## src/sv/icer_pkg.sv

```systemverilog
`timescale 1ns / 1ps
// Package for the ICMP echo reply checker: status codes, byte transaction type,
// ICMP field offsets and sizing constants. No dependencies.
package icer_pkg;

  localparam int unsigned MaxPacketBytesDefault = 2048;
  localparam int unsigned IdentW = 16;

  typedef enum logic [2:0] {
    ST_NOT_REPLY  = 3'd0,
    ST_MISMATCH   = 3'd1,
    ST_GOOD_CSUM  = 3'd2,
    ST_BAD_CSUM   = 3'd3,
    ST_TRUNCATED  = 3'd4
  } status_e;

  typedef enum logic [0:0] {
    CFG_EXP_IDENT = 1'b0,
    CFG_EXP_SEQNO = 1'b1
  } cfg_idx_e;

  // Byte offsets within the ICMP message
  localparam logic [2:0] OffType    = 3'd0;
  localparam logic [2:0] OffCsumHi  = 3'd2;
  localparam logic [2:0] OffCsumLo  = 3'd3;
  localparam logic [2:0] OffIdentHi = 3'd4;
  localparam logic [2:0] OffIdentLo = 3'd5;
  localparam logic [2:0] OffSeqHi   = 3'd6;
  localparam logic [2:0] OffSeqLo   = 3'd7;

  typedef struct packed {
    logic       valid;
    logic [7:0] data;
    logic       last;
  } icer_beat_t;

endpackage

```

## src/sv/icer_core.sv

```systemverilog
`timescale 1ns / 1ps
// Per-packet parser and RFC 1071 checksum accumulator; status on the last byte.
// Depends on icer_pkg.
module icer_core #(
  parameter int unsigned MAX_PACKET_BYTES = icer_pkg::MaxPacketBytesDefault
) (
  input  logic                      clk_i,
  input  logic                      rst_ni,
  input  icer_pkg::icer_beat_t      beat_i,
  input  logic [15:0]               exp_ident_i,
  input  logic [15:0]               exp_seqno_i,
  output icer_pkg::status_e         status_o
);
  import icer_pkg::*;

  localparam int unsigned CntW = $clog2(MAX_PACKET_BYTES + 1);
  localparam logic [CntW-1:0] MaxCnt = CntW'(MAX_PACKET_BYTES);
  localparam logic PadOnOverflow = ((MAX_PACKET_BYTES % 2) == 1);

  logic [CntW-1:0] count_q, count_d;
  logic [5:0]      hdr_q, hdr_d;
  logic [7:0]      type_q, type_d;
  logic [15:0]     ident_q, ident_d;
  logic [15:0]     seqno_q, seqno_d;
  logic [15:0]     rxsum_q, rxsum_d;
  logic [15:0]     sum_q, sum_d;
  logic [7:0]      pend_q, pend_d;
  logic            ovf_q, ovf_d;

  logic            proc;
  logic [5:0]      h;
  logic [CntW-1:0] h_ext;
  logic            in_icmp;
  logic [CntW-1:0] r;
  logic            r_small;
  logic [7:0]      v;
  logic [CntW-1:0] p_inc;
  logic [CntW-1:0] len;
  logic [CntW-1:0] h_plus8;
  logic            add_en;
  logic [15:0]     add_w;
  logic [16:0]     sum17;
  logic [15:0]     fold;

  always_comb begin
    proc    = beat_i.valid && !ovf_q;
    h       = (count_q == '0) ? {beat_i.data[3:0], 2'b00} : hdr_q;
    h_ext   = CntW'(h);
    in_icmp = proc && (count_q >= h_ext);
    r       = count_q - h_ext;
    r_small = (r[CntW-1:3] == '0);
    p_inc   = count_q + CntW'(1);

    v = beat_i.data;
    if (r_small && (r[2:0] == OffCsumHi || r[2:0] == OffCsumLo)) begin
      v = 8'h00;
    end

    hdr_d   = proc ? h : hdr_q;
    type_d  = type_q;
    ident_d = ident_q;
    seqno_d = seqno_q;
    rxsum_d = rxsum_q;
    if (in_icmp && r_small) begin
      case (r[2:0])
        OffType:    type_d  = beat_i.data;
        OffCsumHi:  rxsum_d = {beat_i.data, 8'h00};
        OffCsumLo:  rxsum_d = {rxsum_q[15:8], beat_i.data};
        OffIdentHi: ident_d = {beat_i.data, 8'h00};
        OffIdentLo: ident_d = {ident_q[15:8], beat_i.data};
        OffSeqHi:   seqno_d = {beat_i.data, 8'h00};
        OffSeqLo:   seqno_d = {seqno_q[15:8], beat_i.data};
        default:    ;
      endcase
    end

    pend_d = pend_q;
    add_en = 1'b0;
    add_w  = 16'h0000;
    if (in_icmp) begin
      if (r[0]) begin
        add_en = 1'b1;
        add_w  = {pend_q, v};
      end else begin
        pend_d = v;
        if (beat_i.last) begin
          add_en = 1'b1;
          add_w  = {v, 8'h00};
        end
      end
    end else if (beat_i.valid && ovf_q && beat_i.last && PadOnOverflow) begin
      add_en = 1'b1;
      add_w  = {pend_q, 8'h00};
    end
    sum17 = {1'b0, sum_q} + {1'b0, add_w};
    fold  = sum17[15:0] + {15'h0000, sum17[16]};
    sum_d = add_en ? fold : sum_q;

    count_d = count_q;
    ovf_d   = ovf_q;
    if (proc) begin
      if (p_inc >= MaxCnt) begin
        ovf_d = 1'b1;
      end else begin
        count_d = p_inc;
      end
    end

    len     = ovf_q ? MaxCnt : p_inc;
    h_plus8 = CntW'(h) + CntW'(8);
    if (len < h_plus8) begin
      status_o = ST_TRUNCATED;
    end else if (type_d != 8'h00) begin
      status_o = ST_NOT_REPLY;
    end else if (ident_d != exp_ident_i || seqno_d != exp_seqno_i) begin
      status_o = ST_MISMATCH;
    end else if (rxsum_d == ~sum_d) begin
      status_o = ST_GOOD_CSUM;
    end else begin
      status_o = ST_BAD_CSUM;
    end
  end

  always_ff @(posedge clk_i or negedge rst_ni) begin
    if (!rst_ni) begin
      count_q <= '0;
      hdr_q   <= '0;
      type_q  <= '0;
      ident_q <= '0;
      seqno_q <= '0;
      rxsum_q <= '0;
      sum_q   <= '0;
      pend_q  <= '0;
      ovf_q   <= 1'b0;
    end else if (beat_i.valid) begin
      if (beat_i.last) begin
        count_q <= '0;
        hdr_q   <= '0;
        type_q  <= '0;
        ident_q <= '0;
        seqno_q <= '0;
        rxsum_q <= '0;
        sum_q   <= '0;
        pend_q  <= '0;
        ovf_q   <= 1'b0;
      end else begin
        count_q <= count_d;
        hdr_q   <= hdr_d;
        type_q  <= type_d;
        ident_q <= ident_d;
        seqno_q <= seqno_d;
        rxsum_q <= rxsum_d;
        sum_q   <= sum_d;
        pend_q  <= pend_d;
        ovf_q   <= ovf_d;
      end
    end
  end

endmodule

```

## config.mk

```make
export PLATFORM = sky130hd
export DESIGN_NAME = icer_core
export DESIGN_NICKNAME = d
export VERILOG_FILES = /design/src/sv/icer_pkg.sv /design/src/sv/icer_core.sv
export SDC_FILE = /design/constraint.sdc
export NUM_CORES = 1
export LEC_CHECK = 0
export BUFFER_PORTS_ARGS = -buffer_cell sky130_fd_sc_hd__buf_2
export CAP_MARGIN = 30
export CORE_ASPECT_RATIO = 0.6
export CORE_MARGIN = 5
export CORE_UTILIZATION = 56
export DETAILED_ROUTE_END_ITERATION = 7
export PLACE_DENSITY = 0.87
export SETUP_SLACK_MARGIN = 0.15
export SLEW_MARGIN = 5
export SYNTH_ARGS = -nofsm -noshare
export SYNTH_HDL_FRONTEND = slang
export SYNTH_SLANG_ARGS = --single-unit
```

## constraint.sdc

```tcl
create_clock -name clk_i -period 9.6 [get_ports clk_i]
set_input_delay 1.92 -clock clk_i [delete_from_list [all_inputs] [get_ports clk_i]]
set_output_delay 1.92 -clock clk_i [all_outputs]
set_load 0.03 [all_outputs]
```

# Word-level counts from Yosys, hierarchy flattened
# Cells that the tools add are included.
[op_classes]
n_bitwise = 1
eq_ne = 11
n_lt_le_gt_ge = 3
n_reduce_logical = 18
n_addsub = 5
n_mux = 38
[ops]
columns = ["cell", "count"]
rows = [
  ["2-to-1 mux 16 bit", 11],
  ["case mux 16 bit (2 select lines)", 3],
  ["2-to-1 mux 8 bit", 7],
  ["2-to-1 mux 12 bit", 4],
  ["!= test 16 bit", 2],
  ["2-to-1 mux 6 bit", 3],
  ["adder 16 x 16 -> 17 bit", 1],
  ["adder 16 x 1 -> 16 bit", 1],
  ["equality test 16 bit", 1],
  ["inverter 16 bit", 1],
  ["adder 12 x 1 -> 12 bit (second input constant)", 1],
  ["equality test 3 bit (second input constant)", 4],
  [">= comparator 12 bit (second input constant)", 1],
  [">= comparator 12 x 6 -> 1 bit", 1],
  ["zero test 12 bit", 1],
  ["< comparator 12 x 7 -> 1 bit", 1],
  ["subtractor 12 x 6 -> 12 bit", 1],
  ["zero test 9 bit", 1],
  ["AND reduction 3 bit", 3],
  ["nonzero test 8 bit", 1],
  ["adder 6 x 4 -> 7 bit (second input constant)", 1],
  ["2-to-1 mux 1 bit", 7],
  ["equality test 3 x 2 -> 1 bit (second input constant)", 2],
  ["nonzero test 2 bit", 3],
  ["8 further kinds", 14],
]
[word_totals]
elab_cells = 85
inputBits = 44
register_bits = 99
out_inout_bits = 3

# Longest topological paths before layout
[depth]
depth_word = 19
ltp_mapped = 42
depth_no_buf = 40

# Least setup slack after synthesis
# No wires, ideal clock.
[synth_path]
path_type = "input port to output port"
from = "input port beat_i[4] (netlist name)"
to = "output port status_o[0]"
setup_slack_ns = -0.448
t_required_ns = 7.680
stages = 36
path_buffers = 1
arrival_ns = 8.128
path_cell_list = "inv_1 -> nor2_1 -> a21oi_1 -> ha_1 -> o41ai_2 -> a31oi_2 -> inv_1 -> o31a_1 -> a21oi_4 -> nand2_1 -> nor2_1 -> nor3_1 -> a22oi_1 -> nor2_1 -> ha_1 -> clkbuf_1 -> a21o_1 -> a21oi_1 -> o21ai_0 -> a31oi_1 -> o21ai_0 -> a21o_1 -> a21o_1 -> ha_1 -> ha_1 -> nand2_1 -> inv_1 -> nand4_1 -> xnor2_1 -> mux2i_1 -> nor2_1 -> o311a_1 -> nor4_1 -> nand4_1 -> nor3b_1 -> a41oi_1"
[synth_between]
elab_chain_cells = 17
elab_cells_between_ends = 35
classes_between = "add/sub: 4; order compare: 2; eq/ne: 3; mux: 19; bitwise: 1; reduce/logical: 6"
[synth_rtl]
columns = ["element", "line_no", "text"]
rows = [
  ["start: declaration", "icer_core.sv:9", "input icer_pkg::icer_beat_t beat_i,"],
  ["2-to-1 mux 6 bit", "icer_core.sv:47", "h = (count_q == '0) ? {beat_i.data[3:0], 2'b00} : hdr_q;"],
  ["subtractor 12 x 6 -> 12 bit", "icer_core.sv:50", "r = count_q - h_ext;"],
  ["zero test 9 bit", "icer_core.sv:51", "r_small = (r[CntW-1:3] == '0);"],
  ["logical AND 1 bit", "icer_core.sv:55", "if (r_small && (r[2:0] == OffCsumHi || r[2:0] == OffCsumLo)) begin"],
  ["2-to-1 mux 8 bit", "icer_core.sv:55", ""],
  ["2-to-1 mux 16 bit", "icer_core.sv:86", "if (beat_i.last) begin"],
  ["2-to-1 mux 16 bit", "icer_core.sv:81", "if (r[0]) begin"],
  ["2-to-1 mux 16 bit", "icer_core.sv:80", "if (in_icmp) begin"],
  ["adder 16 x 16 -> 17 bit", "icer_core.sv:95", "sum17 = {1'b0, sum_q} + {1'b0, add_w};"],
  ["adder 16 x 1 -> 16 bit", "icer_core.sv:96", "fold = sum17[15:0] + {15'h0000, sum17[16]};"],
  ["2-to-1 mux 16 bit", "icer_core.sv:97", "sum_d = add_en ? fold : sum_q;"],
  ["inverter 16 bit", "icer_core.sv:117", "end else if (rxsum_d == ~sum_d) begin"],
  ["equality test 16 bit", "icer_core.sv:117", ""],
  ["2-to-1 mux 1 bit", "icer_core.sv:117", ""],
  ["2-to-1 mux 2 bit", "icer_core.sv:115", "end else if (ident_d != exp_ident_i || seqno_d != exp_seqno_i) begin"],
  ["2-to-1 mux 2 bit", "icer_core.sv:113", "end else if (type_d != 8'h00) begin"],
  ["2-to-1 mux 3 bit *", "icer_core.sv:111", "if (len < h_plus8) begin"],
  ["end: declaration", "icer_core.sv:12", "output icer_pkg::status_e status_o"],
]
# Every way passes the cells marked *; elsewhere a longest branch is shown, timed or not.

# Worst setup path after layout
# Same ends and word-level chain as after synthesis.

==> impl_results.md <==
* Crit-path most repeated cell: a21o_1
* H-tree depth at 3
* WP data arrival at 7.70 ns
* First-pass GRT wire length at 39.23 mm
* TritonCTS Buffers at 9
* Pre-CTS setup slack at -0.1854 ns
* GRT Residual Overflow at 0
* DR WL/cell at 22.61 um
* DRC errors left at 0
* Ant. Diodes at 0
* Initial Utilization at 57.07%
* Area occupied by registers at 2477 um^2
* Post-synthesis sequential area ratio at 31.86%
* Fill cell count at 963
* Mapped Area at 7776 um^2
* CTS tree: done
* Worst EP required at 7.68 ns
* Slowest CP cell: ha_1
* Gpl congestion at 0.9622
* Async set or reset register ratio after synthesis at 100.0%
* Seq pwr share at 36.1%
* Worst setup SP type: input port
* Critical Setup Path Class: in2out
* Die Wd at 162.1 um
* Via/cell ratio at 6.821
* Psw at 445.6 uW
* Synth area leaders: dfrtp_1, xor2_1, ha_1, a22o_1, nand2_1
* Share of cells above drive strength 1 at 25.33%
* DRT Pass-1 Iters at 6
* Clock sink total at 99
* Die footprint at 16,420 um^2
* Outcome: finished with violations
* #FFs+latches synth at 99
* Pwr per Cell Area at 130.8 nW/um^2
* CP max stage delay at 0.33 ns
* CTS max path bufs at 2
* Main flop type after synthesis: dfrtp_1
* Clk network pwr share at 31.1%
* Fin cells at 1,162
* Int Pwr at 790.2 uW
* Final min period at 9.616 ns
* Area of the multi-input gates at 5356 um^2
* RSZ-0062 raised after global routing: yes
* Final ANT Viol Nets at 0
* Share of power burned in combinational logic at 32.8%
* Worst-skew pair later-pin latency at 0.36 ns
* Post-DP HPWL at 17.71 mm
* Number of cell rows at 33
* CORE AREA at 13,630 um^2
* Yosys top cell by area: dfrtp_1
* Distinct cells, synth at 94
* Avg Cell Area, Syn at 8.847 um^2
* Worst rel slew slack at 37.38%
* CP max FO at 5
* Gate Count Post-Synth at 879
* Violated checks: negative setup slack
* Die Y at 101.3 um
* Critical Path Sink Type: output port
* Nets at 1,057
* Final setup viols at 1
* Worst hold path type: reg2reg
* Pwr Total at 1236 uW
* Root buf cell: clkbuf_16
* IO Pins at 47
* Final hold vios at 0
* Synth Net Count at 954
* Slew Limit Fails at 0
* VDD IR-drop max at 0.1056 mV
* Worst-margin pin slew at 0.9315 ns
* Switching share of power at 36.05%
* Pleak at 0.004386 uW
* Clock Skew at 0.01526 ns
* Cts-stage hold buffer count at 0
* Number of flops mapped to enable cells by yosys at 0
* Synth top area share at 31.86%
* Via count at 7,926
* GRT Util Overall at 30.17%
* Total routed wirelength at 26.27 mm
* Clock slew at the register clock pins of the worst setup and hold paths at 0.08 ns
* DP Cell Count at 1,121
* Port-buffer cells at 46
* Fin util at 69.33%
* Final worst setup slack at -0.01641 ns
* Max-Cap Viols at 0
* Period utilization at 100.2%
* Iteration-0 DRC Markers at 924
* Largest net degree at the start of global routing at 68
* FMAX at 104.0 MHz
* Vias in the first global route at 7,355
* Synthesis-to-layout area growth at 21.48%
* Antenna violations before repair at 0
* Ys Warns at 0
registers in the layout (all words and copies together) (netlist names):
| register | flops |
|---|---|
| seqno_q | 16 |
| sum_q | 16 |
| pend_q | 8 |
| ident_q | 16 |
| hdr_q | 6 |
| count_q | 12 |
| type_q | 8 |
| rxsum_q | 16 |
| ovf_q | 1 |
per-layer routing:
layer	global-route usage, %	share of wire [%]	vias to the layer above
met2	44.99	43	557
li1	-	-	3449
met1	42.37	41	3818
met3	9.313	13	102
met4	9.552	2.8	0
met5	0	0	-
worst max-delay path: cells and delay by family:
family / cells / cell delay (ns)
compound gates: 16 / 2.81
simple gates: 11 / 1.73
buf+inv: 4 / 0.49
fa+ha+maj: 3 / 0.74
what timing repair did:
item | CTS | global route
setup endpoints to repair | 1 | 1
buffers inserted | 14 | 10
pin swaps | 36 | 39
hold endpoints to repair | 0 | 0
gates resized for setup | 41 | 37
synthesized netlist by cell type, types with 5 or more instances:
library cell and n:
a211oi_1 7, a21o_1 18, a21oi_1 32, a22o_1 40
a22oi_1 12, a32o_1 6, and2_1 14, and3_1 13
clkbuf_1 31, dfrtp_1 99, ha_1 29, inv_1 37
mux2i_1 28, nand2_1 83, nand2b_1 5, nand3_1 13
nand4_1 14, nor2_1 67, nor2b_1 12, nor3_1 14
nor3b_1 7, nor4_1 14, o211ai_1 5, o21a_1 8
o21ai_0 54, o21ai_1 6, o22ai_1 8, o2bb2ai_1 18
o31ai_1 6, or3_1 6, xnor2_1 33, xor2_1 48
cell type report:
| cell class | instances | share of cell area [%] |
|---|---|---|
| clock inverters | 7 | 0.9934 |
| repair buffers | 134 | 9.801 |
| inverters | 39 | 1.576 |
| clock buffers | 9 | 2.384 |
| flip-flops and latches | 99 | 26.23 |
| well taps | 175 | 2.318 |
| multi-input cells | 699 | 56.70 |
logic make-up after synthesis:
kind of cell | count (synthesis) | synth area share (%)
buf+inv | 81 | 4.296
mux | 32 | 4.232
simple gates | 290 | 19.82
xor+xnor | 82 | 9.413
fa+ha+maj | 33 | 5.439
flops | 99 | 31.86
compound gates | 262 | 24.94
cell usage in the layout (no fill, tap or decap), types with 4 or more instances in the layout:
master      n
o211ai_1    5
a32o_1      6
nor2_1     63
mux2i_1    25
buf_4      82
inv_2       7
nor2b_1     8
nor3b_1     5
or3_1       5
buf_6       6
o22ai_1     8
nand2b_1    4
a21o_1     17
nand4_1    14
nor4_1     13
buf_2      44
o21ai_0    50
nand2_2     4
a22oi_1    10
nor3_1     10
ha_4        4
clkinv_8    4
ha_1       22
and2_1     12
dfrtp_1    99
o21ai_1     8
a211oi_1    5
a22o_1     40
nand2_1    79
inv_1      30
o2bb2ai_1  18
o21a_1      8
xnor2_1    33
a21oi_1    30
nor4_2      4
o31ai_1     4
clkbuf_16   9
nand3_1    12
and3_1     12
xor2_1     47
power by group through the flow:
stage	Combinational (uW)	Sequential (uW)	Clock, uW
floorplan	214	449	0
global placement	316	452	0
detailed placement	324	452	0
CTS	359	445	383
global route	426	448	401
finish	405	446	384
per-stage QoR:
step / hold WS, ns / instance area [um^2] / TNS (ns)
CTS: 0.4818 / 9204 / 0
finish: 0.4824 / 9447 / -0.01641
floorplan: 0.4373 / 7854 / 0
detailed placement: 0.4623 / 8578 / -0.1854
global placement: 0.4552 / 8566 / -0.03042
global route: 0.5051 / 9447 / -0.2366
worst paths after layout:
path | startpoint | end | slack (ns) | cells past startpoint
setup / recovery | beat_i[4] | status_o[0] | -0.02 | 34
hold / removal | rxsum_q[0] | rxsum_q[0] | 0.48 | 2
setup reg to reg | count_q[0] | sum_q[15] | 3.05 | 35
hold reg to reg | rxsum_q[0] | rxsum_q[0] | 0.48 | 2
max in group asynchronous | rst_ni | seqno_q[12] | 6.86 | 2
min in group asynchronous | rst_ni | count_q[0] | 1.51 | 1
(Power assumes the default switching activity.)
